### src/hw/rtl/u8dec_pkg.sv
package u8dec_pkg;

  localparam int unsigned ByteW    = 8;
  localparam int unsigned CpW      = 21;
  localparam int unsigned BufDepth = 4;
  localparam int unsigned CntW     = 3;

  localparam logic [CpW-1:0]   ReplCp   = 21'h00FFFD;
  localparam logic [CpW-1:0]   MaxCp    = 21'h10FFFF;
  localparam logic [ByteW-1:0] AsciiMax = 8'h7F;

  localparam logic [ByteW-1:0] Mask2 = 8'hE0;
  localparam logic [ByteW-1:0] Lead2 = 8'hC0;
  localparam logic [ByteW-1:0] Mask3 = 8'hF0;
  localparam logic [ByteW-1:0] Lead3 = 8'hE0;
  localparam logic [ByteW-1:0] Mask4 = 8'hF8;
  localparam logic [ByteW-1:0] Lead4 = 8'hF0;
  localparam logic [1:0]       ContTag = 2'b10;

  localparam logic [CntW-1:0] LenInvalid = 3'd0;
  localparam logic [CntW-1:0] LenOne     = 3'd1;
  localparam logic [CntW-1:0] LenTwo     = 3'd2;
  localparam logic [CntW-1:0] LenThree   = 3'd3;
  localparam logic [CntW-1:0] LenFour    = 3'd4;

  typedef logic [ByteW-1:0] byte_t;
  typedef logic [BufDepth-1:0][ByteW-1:0] buf_t;

  typedef struct packed {
    logic            emit;
    logic            rep;
    logic [CpW-1:0]  cp;
    logic [CntW-1:0] consume;
  } step_t;

  typedef struct packed {
    logic accept;
    logic emit;
  } cmd_t;

  typedef struct packed {
    logic can_emit;
    logic slot_free;
    logic last;
  } status_t;

  function automatic logic [CntW-1:0] seq_len(byte_t b);
    logic [CntW-1:0] len;
    if (b <= AsciiMax) begin
      len = LenOne;
    end else if ((b & Mask2) == Lead2) begin
      len = LenTwo;
    end else if ((b & Mask3) == Lead3) begin
      len = LenThree;
    end else if ((b & Mask4) == Lead4) begin
      len = LenFour;
    end else begin
      len = LenInvalid;
    end
    return len;
  endfunction

  function automatic step_t eval_step(buf_t b, logic [CntW-1:0] cnt, logic eot);
    step_t           s;
    logic [CntW-1:0] need;
    logic            bad;
    logic [CpW-1:0]  cp;
    s    = '0;
    need = seq_len(b[0]);
    bad  = 1'b0;
    for (int j = 1; j < BufDepth; j++) begin
      if ((CntW'(j) < need) && (CntW'(j) < cnt) && (b[j][7:6] != ContTag)) begin
        bad = 1'b1;
      end
    end
    case (need)
      LenTwo:   cp = {10'b0, b[0][4:0], b[1][5:0]};
      LenThree: cp = {5'b0, b[0][3:0], b[1][5:0], b[2][5:0]};
      LenFour:  cp = {b[0][2:0], b[1][5:0], b[2][5:0], b[3][5:0]};
      default:  cp = {13'b0, b[0]};
    endcase
    if (need == LenOne) begin
      s.emit    = 1'b1;
      s.cp      = cp;
      s.consume = LenOne;
    end else if ((need == LenInvalid) || bad) begin
      s.emit    = 1'b1;
      s.rep     = 1'b1;
      s.cp      = ReplCp;
      s.consume = LenOne;
    end else if (cnt < need) begin
      if (eot) begin
        s.emit    = 1'b1;
        s.rep     = 1'b1;
        s.cp      = ReplCp;
        s.consume = LenOne;
      end
    end else if (cp > MaxCp) begin
      s.emit    = 1'b1;
      s.rep     = 1'b1;
      s.cp      = ReplCp;
      s.consume = LenOne;
    end else begin
      s.emit    = 1'b1;
      s.cp      = cp;
      s.consume = need;
    end
    return s;
  endfunction

  function automatic buf_t shift_buf(buf_t b, logic [CntW-1:0] n);
    buf_t            r;
    logic [CntW-1:0] idx;
    for (int i = 0; i < BufDepth; i++) begin
      idx = CntW'(i) + n;
      if (idx < LenFour) begin
        r[i] = b[idx[1:0]];
      end else begin
        r[i] = b[i];
      end
    end
    return r;
  endfunction

endpackage

### src/hw/rtl/u8dec_in_if.sv
interface u8dec_in_if;
  logic                        valid;
  logic                        ready;
  logic [u8dec_pkg::ByteW-1:0] data_byte;
  logic                        end_of_text;

  modport source (output valid, output data_byte, output end_of_text, input ready);
  modport sink (input valid, input data_byte, input end_of_text, output ready);
endinterface

### src/hw/rtl/u8dec_out_if.sv
interface u8dec_out_if;
  logic                      valid;
  logic                      ready;
  logic [u8dec_pkg::CpW-1:0] cp_value;
  logic                      replaced;
  logic                      last_of_run;
  logic                      text_done;

  modport source (output valid, output cp_value, output replaced, output last_of_run,
                  output text_done, input ready);
  modport sink (input valid, input cp_value, input replaced, input last_of_run,
                input text_done, output ready);
endinterface

### src/hw/rtl/u8dec_datapath.sv
module u8dec_datapath (
  input  logic                          clk,
  input  logic                          rst_n,
  input  u8dec_pkg::cmd_t               cmd,
  output u8dec_pkg::status_t            status,
  input  logic [u8dec_pkg::ByteW-1:0]   in_data_byte,
  input  logic                          in_end_of_text,
  output logic                          out_valid,
  input  logic                          out_ready,
  output logic [u8dec_pkg::CpW-1:0]     out_cp_value,
  output logic                          out_replaced,
  output logic                          out_last_of_run,
  output logic                          out_text_done
);

  u8dec_pkg::buf_t                  buf_r, buf_nxt;
  logic [u8dec_pkg::CntW-1:0]       cnt_r, cnt_nxt;
  logic                             eot_r, eot_nxt;
  logic                             out_valid_r, out_valid_nxt;
  logic [u8dec_pkg::CpW-1:0]        out_cp_r;
  logic                             out_rep_r;
  logic                             out_last_r;
  logic                             out_done_r;

  u8dec_pkg::step_t                 step;
  u8dec_pkg::step_t                 next_step;
  u8dec_pkg::buf_t                  rest_buf;
  logic [u8dec_pkg::CntW-1:0]       rest_cnt;
  logic                             last;

  always_comb begin
    step      = u8dec_pkg::eval_step(buf_r, cnt_r, eot_r);
    rest_cnt  = cnt_r - step.consume;
    rest_buf  = u8dec_pkg::shift_buf(buf_r, step.consume);
    next_step = u8dec_pkg::eval_step(rest_buf, rest_cnt, eot_r);
    last      = (rest_cnt == '0) || !next_step.emit;
  end

  assign status.can_emit  = step.emit;
  assign status.slot_free = !out_valid_r || out_ready;
  assign status.last      = last;

  always_comb begin
    buf_nxt       = buf_r;
    cnt_nxt       = cnt_r;
    eot_nxt       = eot_r;
    out_valid_nxt = out_valid_r;
    if (out_ready) begin
      out_valid_nxt = 1'b0;
    end
    if (cmd.accept) begin
      buf_nxt[cnt_r[1:0]] = in_data_byte;
      cnt_nxt             = cnt_r + 1'b1;
      eot_nxt             = in_end_of_text;
    end
    if (cmd.emit) begin
      buf_nxt       = rest_buf;
      cnt_nxt       = rest_cnt;
      out_valid_nxt = 1'b1;
    end
  end

  always_ff @(posedge clk) begin
    if (!rst_n) begin
      cnt_r       <= '0;
      out_valid_r <= 1'b0;
    end else begin
      cnt_r       <= cnt_nxt;
      out_valid_r <= out_valid_nxt;
    end
  end

  always_ff @(posedge clk) begin
    buf_r <= buf_nxt;
    eot_r <= eot_nxt;
    if (cmd.emit) begin
      out_cp_r   <= step.cp;
      out_rep_r  <= step.rep;
      out_last_r <= last;
      out_done_r <= last && eot_r;
    end
  end

  assign out_valid       = out_valid_r;
  assign out_cp_value    = out_cp_r;
  assign out_replaced    = out_rep_r;
  assign out_last_of_run = out_last_r;
  assign out_text_done   = out_done_r;

  a_accept_room: assert property (@(posedge clk) disable iff (!rst_n)
    cmd.accept |-> (cnt_r < u8dec_pkg::LenFour))
    else $error("byte taken with a full buffer");

  a_done_empties: assert property (@(posedge clk) disable iff (!rst_n)
    (cmd.emit && last && eot_r) |=> (cnt_r == '0))
    else $error("bytes left over after the end of the text");

  a_more_pending: assert property (@(posedge clk) disable iff (!rst_n)
    (cmd.emit && !last) |=> (cnt_r != '0))
    else $error("result not marked last but the buffer ran empty");

endmodule

### src/hw/rtl/u8dec_ctrl.sv
module u8dec_ctrl (
  input  logic                clk,
  input  logic                rst_n,
  input  logic                in_valid,
  output logic                in_ready,
  input  u8dec_pkg::status_t  status,
  output u8dec_pkg::cmd_t     cmd
);

  typedef enum logic {
    S_IDLE,
    S_SCAN
  } state_t;

  state_t state_r, state_nxt;

  assign in_ready   = (state_r == S_IDLE);
  assign cmd.accept = (state_r == S_IDLE) && in_valid;
  assign cmd.emit   = (state_r == S_SCAN) && status.can_emit && status.slot_free;

  always_comb begin
    state_nxt = state_r;
    case (state_r)
      S_IDLE: begin
        if (in_valid) begin
          state_nxt = S_SCAN;
        end
      end
      S_SCAN: begin
        if (!status.can_emit) begin
          state_nxt = S_IDLE;
        end else if (status.slot_free && status.last) begin
          state_nxt = S_IDLE;
        end
      end
      default: state_nxt = S_IDLE;
    endcase
  end

  always_ff @(posedge clk) begin
    if (!rst_n) begin
      state_r <= S_IDLE;
    end else begin
      state_r <= state_nxt;
    end
  end

  a_emit_needs_slot: assert property (@(posedge clk) disable iff (!rst_n)
    cmd.emit |-> (status.slot_free && status.can_emit))
    else $error("result loaded into an occupied output register");

  a_accept_scans: assert property (@(posedge clk) disable iff (!rst_n)
    cmd.accept |=> (state_r == S_SCAN))
    else $error("accepted byte was not scanned");

  a_wait_returns: assert property (@(posedge clk) disable iff (!rst_n)
    ((state_r == S_SCAN) && !status.can_emit) |=> (state_r == S_IDLE))
    else $error("waiting prefix did not release the input");

endmodule

### src/hw/rtl/utf8_stream_decoder_core.sv
// Channel  Direction  Contents
// in_ch    sink       data_byte[7:0], end_of_text
// out_ch   source     cp_value[20:0], replaced, last_of_run, text_done
//
// A byte is taken when idle, then the scan step gives one result per cycle unless stalled.
// The input stays busy for a byte until its last result is loaded or it waits for more.
// The scan step decodes from a four-byte buffer; a second decode looks ahead to mark the last.
// Reset is synchronous and active low; it empties the buffer and the output register.
// A low out_ch.ready holds the scan; a new byte can be taken while a result waits.
module utf8_stream_decoder_core (
  input  logic        clk,
  input  logic        rst_n,
  u8dec_in_if.sink    in_ch,
  u8dec_out_if.source out_ch
);

  u8dec_pkg::cmd_t    cmd;
  u8dec_pkg::status_t status;

  u8dec_ctrl u_ctrl (
    .clk      (clk),
    .rst_n    (rst_n),
    .in_valid (in_ch.valid),
    .in_ready (in_ch.ready),
    .status   (status),
    .cmd      (cmd)
  );

  u8dec_datapath u_datapath (
    .clk             (clk),
    .rst_n           (rst_n),
    .cmd             (cmd),
    .status          (status),
    .in_data_byte    (in_ch.data_byte),
    .in_end_of_text  (in_ch.end_of_text),
    .out_valid       (out_ch.valid),
    .out_ready       (out_ch.ready),
    .out_cp_value    (out_ch.cp_value),
    .out_replaced    (out_ch.replaced),
    .out_last_of_run (out_ch.last_of_run),
    .out_text_done   (out_ch.text_done)
  );

endmodule

### src/flat_wrapper.sv
// flat-port wrapper written by rule: the top's interface ports become plain ports
module utf8_stream_decoder_core_flat 
  (clk, rst_n, in_ch_valid, in_ch_data_byte, in_ch_end_of_text, in_ch_ready, out_ch_valid, out_ch_cp_value, out_ch_replaced, out_ch_last_of_run, out_ch_text_done, out_ch_ready);
  u8dec_in_if in_ch_i ();
  u8dec_out_if out_ch_i ();
  input  logic clk;
  input  logic rst_n;
  input wire logic [$bits(in_ch_i.valid)-1:0] in_ch_valid;
  input wire logic [$bits(in_ch_i.data_byte)-1:0] in_ch_data_byte;
  input wire logic [$bits(in_ch_i.end_of_text)-1:0] in_ch_end_of_text;
  output wire logic [$bits(in_ch_i.ready)-1:0] in_ch_ready;
  output wire logic [$bits(out_ch_i.valid)-1:0] out_ch_valid;
  output wire logic [$bits(out_ch_i.cp_value)-1:0] out_ch_cp_value;
  output wire logic [$bits(out_ch_i.replaced)-1:0] out_ch_replaced;
  output wire logic [$bits(out_ch_i.last_of_run)-1:0] out_ch_last_of_run;
  output wire logic [$bits(out_ch_i.text_done)-1:0] out_ch_text_done;
  input wire logic [$bits(out_ch_i.ready)-1:0] out_ch_ready;
  assign in_ch_i.valid = in_ch_valid;
  assign in_ch_i.data_byte = in_ch_data_byte;
  assign in_ch_i.end_of_text = in_ch_end_of_text;
  assign in_ch_ready = in_ch_i.ready;
  assign out_ch_valid = out_ch_i.valid;
  assign out_ch_cp_value = out_ch_i.cp_value;
  assign out_ch_replaced = out_ch_i.replaced;
  assign out_ch_last_of_run = out_ch_i.last_of_run;
  assign out_ch_text_done = out_ch_i.text_done;
  assign out_ch_i.ready = out_ch_ready;
  utf8_stream_decoder_core u_core (.clk(clk), .rst_n(rst_n), .in_ch(in_ch_i), .out_ch(out_ch_i));
endmodule
### config.mk
export PLATFORM = sky130hd
export DESIGN_NAME = utf8_stream_decoder_core_flat
export DESIGN_NICKNAME = d
export VERILOG_FILES = /design/src/hw/rtl/u8dec_pkg.sv /design/src/hw/rtl/u8dec_in_if.sv /design/src/hw/rtl/u8dec_out_if.sv /design/src/hw/rtl/u8dec_datapath.sv /design/src/hw/rtl/u8dec_ctrl.sv /design/src/hw/rtl/utf8_stream_decoder_core.sv /design/src/flat_wrapper.sv
export SDC_FILE = /design/constraint.sdc
export NUM_CORES = 1
export LEC_CHECK = 0
export ABC_AREA = 0
export BUFFER_PORTS_ARGS = -buffer_cell sky130_fd_sc_hd__buf_2
export CAP_MARGIN = 20
export CORE_UTILIZATION = 40
export DETAILED_ROUTE_END_ITERATION = 8
export RECOVER_POWER = 25
export SYNTH_ARGS = -nofsm -noshare
export SYNTH_HDL_FRONTEND = slang
export SYNTH_SLANG_ARGS = --single-unit
### constraint.sdc
create_clock -name clk -period 8 [get_ports clk]
set_clock_uncertainty 0.1 [all_clocks]
set_input_delay 0 -clock clk [delete_from_list [all_inputs] [get_ports clk]]
set_output_delay 0 -clock clk [all_outputs]
set_load 0.05 [all_outputs]
After elaboration in Yosys (flattened, before gate mapping)
Cells that the tools add are included.
{ "totals": {"register_bits": 62, "latch_bits": 0, "ram_bits": 0, "romBits": 0, "input_bits": 13, "output_inout_bits": 26, "elab_cells": 148, "mem_count": 0} }
{ "op_classes": {"addsub": 5, "mul": 0, "n_div": 0, "order_cmp": 28, "n_eq_ne": 20, "shifts": 0, "muxes": 53, "bitwise_logic": 1, "reduce_logical": 29} }
{ "ops": {"columns": ["cell", "n"], "rows": [
  ["$mux 26", 5],
  ["$pmux 21 s3", 2],
  ["$mux 24", 3],
  ["$mux 8", 9],
  ["$bmux 8 s2", 4],
  ["$mux 32", 2],
  ["$gt 21x21->1 const B", 2],
  ["$bwmux 32", 1],
  ["$mux 3", 10],
  ["$lt 2x3->1 const A", 8],
  ["$logic_and 1x1->1", 18],
  ["$demux 8 s2", 1],
  ["$le 8x7->1 const B", 2],
  ["$lt 2x3->1 const B", 5],
  ["$mux 1", 15],
  ["$eq 3x2->1 const B", 4],
  ["$eq 3x3->1 const B", 4],
  ["$lt 1x3->1 const A", 4],
  ["$lt 3x3->1 const B", 4],
  ["$ne 2x2->1 const B", 6],
  ["$eq 5x5->1 const B", 2],
  ["$logic_not 3->1", 3],
  ["$eq 4x4->1 const B", 2],
  ["$add 2x3->3 const A", 2],
  ["other kinds (11)", 18]
]} }

Longest topological paths before layout
{ "depth": {"word_depth": 37, "mapped_depth": 25, "mapped_depth_nobuf": 21} }

Modules after synthesis
Synthesis repeated with hierarchy kept, for this count alone.
{ "unflattened": {"cells_unflattened": 424, "hier_area_um2": 4229.1} }
{ "by_module_without_submodules": {"columns": ["module", "n_inst", "cells_per_inst", "area_each_um2", "seq_area_each_um2"], "rows": [
  ["u8dec_datapath", 1, 417, 4176.5, 1791.7],
  ["u8dec_ctrl", 1, 7, 52.6, 20.0]
]} }

Least setup slack after synthesis
Ideal clock, no wire load.
{ "synth_path": {"path_type": "register to register", "start": "reg u_core.u_datapath.buf_r[7] in the netlist's numbering", "end": "reg u_core.u_datapath.out_done_r (netlist: u_core.u_datapath.out_text_done) (data pin)", "setup_ns": 0.132, "arrival_ns": 4.778, "t_required_ns": 7.768, "path_slack_ns": 2.990, "stages_incl_launch_ff": 25, "n_path_buf": 5, "synth_period_minus_slack_ns": 5.010, "cell_sequence": "edfxtp_1 > buf_4 > nand2_1 > buf_2 > or3_1 > clkbuf_1 > ha_1 > o21a_1 > nor2_1 > o21ai_1 > nand3_4 > nor2_8 > inv_4 > buf_8 > buf_2 > ha_1 > inv_1 > fa_1 > xnor2_1 > xnor2_1 > ha_1 > a211oi_1 > o2111ai_2 > o31ai_2 > and3_1"} }
{ "synth_between": {"elab_chain_len": 34, "word_cells_on_any_way": 90, "classes_between": "add/sub: 4; order compare: 18; eq/ne: 14; mux: 34; reduce/logical: 20"} }
{ "synth_lines": {"columns": ["item", "line", "rtl"], "rows": [
  ["start, declared", "u8dec_datapath.sv:16", "u8dec_pkg::buf_t buf_r, buf_nxt;"],
  ["start signal, assigned", "u8dec_datapath.sv:74", "buf_r <= buf_nxt;"],
  ["branches (longest 32 deep; another with $gt 21x21->1)", null, null],
  ["$logic_or 1x1->1 (*)", "u8dec_datapath.sv:36", "last = (rest_cnt == '0) || !next_step.emit;"],
  ["$logic_and 1x1->1 (*)", "u8dec_datapath.sv:80", "out_done_r <= last && eot_r;"],
  ["end signal, assigned", "u8dec_datapath.sv:80", null],
  ["end, declared", "u8dec_datapath.sv:23", "logic out_done_r;"]
]} }
Mark *: on every way between the ends. The select of a mux whose other input is x is not followed.
A chain may end at the register's enable or synchronous reset.

Worst setup path in the final report
Ends and elaborated chain as after synthesis.

==> impl_metrics.json <==
{
  "numCtsBuffers": 9,
  "cp_max_fo": 30,
  "syn_area_um2": 4300,
  "setup_viol": 0,
  "r2r-start": "u_core.u_datapath.buf_r[7]$_DFFE_PP_",
  "cts_root_buffer": "clkbuf_8",
  "rsz0062_at_grt": "no",
  "cp-start-kind": "flip-flop",
  "hold_path_class": "primary input to flip-flop",
  "drtPass1Iterations": 5,
  "synthDistinctLibCells": 72,
  "routabilityCongestion": 0.890,
  "layout-drive-gt1-share_pct": 10.6,
  "regArea_um2": 1810,
  "clk_path_buf_depth": 2,
  "finalCritPeriodShare_pct": 74.5,
  "clk_latency_ns": 0.36,
  "cp.required_ns": 8.12,
  "endpoint_kind": "flip-flop",
  "hp-start": "in_ch_valid",
  "ctsHoldBuffers": 11,
  "rr_worst_depth": 21,
  "worst-r2r-setup-slack_ns": 2.04,
  "cts_resized": 0,
  "fp-row-count": 37,
  "yosysTopAreaCellShare_pct": 39.8,
  "synth_largest_area_cell": "edfxtp_1",
  "dieHeight_um": 106,
  "wl_per_cell_um": 19.4,
  "htree_levels": 3,
  "die_x_um": 106,
  "fmax_mhz": 168,
  "nNetsFinal": 523,
  "synth_area_leaders": "edfxtp_1 40%, nand2_1 6.6%, o21ai_0 5.1%, mux2i_1 4.4%, ha_1 3.8%",
  "critPathKind": "flip-flop to flip-flop",
  "numPortBuffers": 38,
  "layout_min_cycle_time_ns": 5.96,
  "ys_async_sr_fraction_pct": 0,
  "syn_nets": 484,
  "vias_per_cell": 6.00,
  "worst_r2r_endpoint": "u_core.u_datapath.out_text_done$_DFFE_PP_",
  "grt_max_degree": 38,
  "synth_seq_cells": 62,
  "ant_nets": 0,
  "postSynthCellCount": 457,
  "dp_hpwl_um": 9150,
  "vias": 3823,
  "syn_area_per_cell_um2": 9.40,
  "clk_pin_slew_ns": 0.07,
  "overflow": 0,
  "hold_path_depth": 2,
  "tns_ns": 0,
  "ys_seq_area_share_pct": 42.2,
  "dieArea_um2": 11200,
  "slew_viol_final": 0,
  "post-cts-setup-buffers": 0,
  "tightest_slew_ns": 0.846,
  "ios": 39,
  "grt_use_total_pct": 23.1,
  "arrival_ns": 6.08,
  "drtIter0Drc": 356,
  "synth-edff-count": 57,
  "relSlewSlack_pct": 43.5,
  "grt_pass1_wl_um": 19700,
  "cap_violations": 0,
  "initial_core_util_pct": 41.4,
  "clock-sinks": 62,
  "wirelength_um": 12400,
  "first_global_vias": 3583,
  "core_area_um2": 10400,
  "hold_end": "u_core.u_datapath.eot_r$_DFFE_PP_",
  "hold_viol": 0,
  "diodes": 0,
  "drc": 0,
  "synth_ff_type": "edfxtp_1",
  "status": "complete, no violations",
  "antenna_found_initial": 0,
  "multiInputGateArea_um2": 2280,
  "cts_tree": "done",
  "area_delta_synth_final_pct": 12.7,
  "yosysWarnings": 0,
  "fill_cells": 1006,
  "cp-startpoint": "u_core.u_datapath.buf_r[7]$_DFFE_PP_"
}
layout make-up:
class | count | share of cell area, %
Clock buffer | 9 | 2.56
Clock inverter | 7 | 1.52
Inverter | 21 | 1.68
Multi-Input combinational cell | 348 | 47.1
Sequential cell | 62 | 37.4
Tap cell | 136 | 3.52
Timing Repair Buffer | 54 | 6.15
cell usage in the layout, fill, tap and decap left out, drive strengths merged, types with 3 or more instances in the layout:
| cell | synthesis | routed |
|---|---|---|
| clkinvlp | 0 | 3 |
| o221ai | 12 | 12 |
| o21a | 6 | 6 |
| a221oi | 6 | 6 |
| o2111ai | 3 | 3 |
| edfxtp | 57 | 57 |
| xnor2 | 5 | 5 |
| clkinv | 1 | 3 |
| or3 | 5 | 5 |
| a22oi | 6 | 6 |
| inv | 20 | 21 |
| buf | 11 | 15 |
| dfxtp | 5 | 5 |
| ha | 13 | 13 |
| clkbuf | 15 | 37 |
| and2 | 8 | 8 |
| o22a | 3 | 3 |
| nor2b | 8 | 8 |
| o21ai | 46 | 46 |
| a211oi | 5 | 5 |
| a32o | 6 | 6 |
| nor3 | 7 | 7 |
| nor2 | 28 | 28 |
| a31oi | 4 | 4 |
| nand3 | 17 | 17 |
| mux2i | 19 | 19 |
| and3 | 7 | 7 |
| o31ai | 6 | 6 |
| nand2 | 75 | 75 |
| dlygate4sd3 | 0 | 11 |
| a21oi | 17 | 17 |
through the flow:
stage	utilization (%)	setup slack [ns]	area [um2]	hold WS, ns	std cells
6_report	46.7	2.04	4840	0.123	637
4_1_cts	47.1	2.16	4880	0.115	637
3_3_place_gp	44.1	2.38	4570	0.0789	610
3_5_place_dp	44.1	2.19	4570	0.0856	610
2_1_floorplan	-	2.99	4300	-0.00113	457
5_1_grt	46.7	1.60	4840	0.138	637
kinds of logic after synthesis:
logic type	Yosys count	share of synthesized area, %
compound gates	139	23.4
mux	21	4.95
flops	62	42.2
fa+ha+maj	14	4.25
simple gates	167	19.1
buf+inv	47	4.69
xor+xnor	7	1.43
worst max-delay path by stage:
stage | to | slack (ns)
floorplan | u_core.u_datapath.out_text_done$_DFFE_PP_ | 2.99
global placement | u_core.u_datapath.out_text_done$_DFFE_PP_ | 2.38
detailed placement | u_core.u_datapath.out_text_done$_DFFE_PP_ | 2.19
CTS | u_core.u_datapath.out_text_done$_DFFE_PP_ | 2.16
global route | u_core.u_datapath.out_text_done$_DFFE_PP_ | 1.60
finish | u_core.u_datapath.out_text_done$_DFFE_PP_ | 2.04
sequential cells by signal (all words and copies together), names as in the netlist:
signal	count
u_core.u_datapath.out_valid	1
u_core.u_datapath.out_last_of_run	1
u_core.u_datapath.eot_r	1
u_core.u_datapath.buf_r	32
u_core.u_datapath.out_text_done	1
u_core.u_datapath.cnt_r	3
u_core.u_ctrl.state_r	1
u_core.u_datapath.out_cp_value	21
u_core.u_datapath.out_replaced	1
synthesized netlist by cell type (all sizes together) (7+ instances only):
| master | count |
|---|---|
| nand3 | 17 |
| o221ai | 12 |
| edfxtp | 57 |
| nand2 | 75 |
| mux2i | 19 |
| clkbuf | 15 |
| ha | 13 |
| nor2 | 28 |
| buf | 11 |
| and3 | 7 |
| inv | 20 |
| o21ai | 46 |
| nor3 | 7 |
| a21oi | 17 |
| and2 | 8 |
| nor2b | 8 |
routing by layer:
| layer | share of wire [%] | up-vias | global-route usage (%) | wire (um) |
|---|---|---|---|---|
| li1 | - | 1799 | - | - |
| met4 | 2.6 | 0 | 9.33 | 321 |
| met1 | 44 | 1798 | 31.5 | 5450 |
| met5 | 0 | - | 0 | 0 |
| met2 | 46 | 196 | 36.8 | 5690 |
| met3 | 7.5 | 30 | 3.65 | 928 |
critical path: stages (launching register included):
cell	delay, ns
edfxtp_1	0.59
nand2_1	0.32
or3_1	0.48
nand2_1	0.15
inv_1	0.09
ha_1	0.30
o21a_1	0.17
nor2_1	0.30
o21ai_1	0.20
nand3_4	0.17
nor2_8	0.06
inv_4	0.31
ha_1	0.22
inv_1	0.05
fa_1	0.37
xnor2_1	0.14
xnor2_1	0.42
ha_1	0.33
a211oi_1	0.34
o2111ai_2	0.18
o31ai_2	0.33
and3_1	0.21
Power is not shown: default switching activity piles up to over one toggle a cycle in this logic, so the estimate is an artifact.
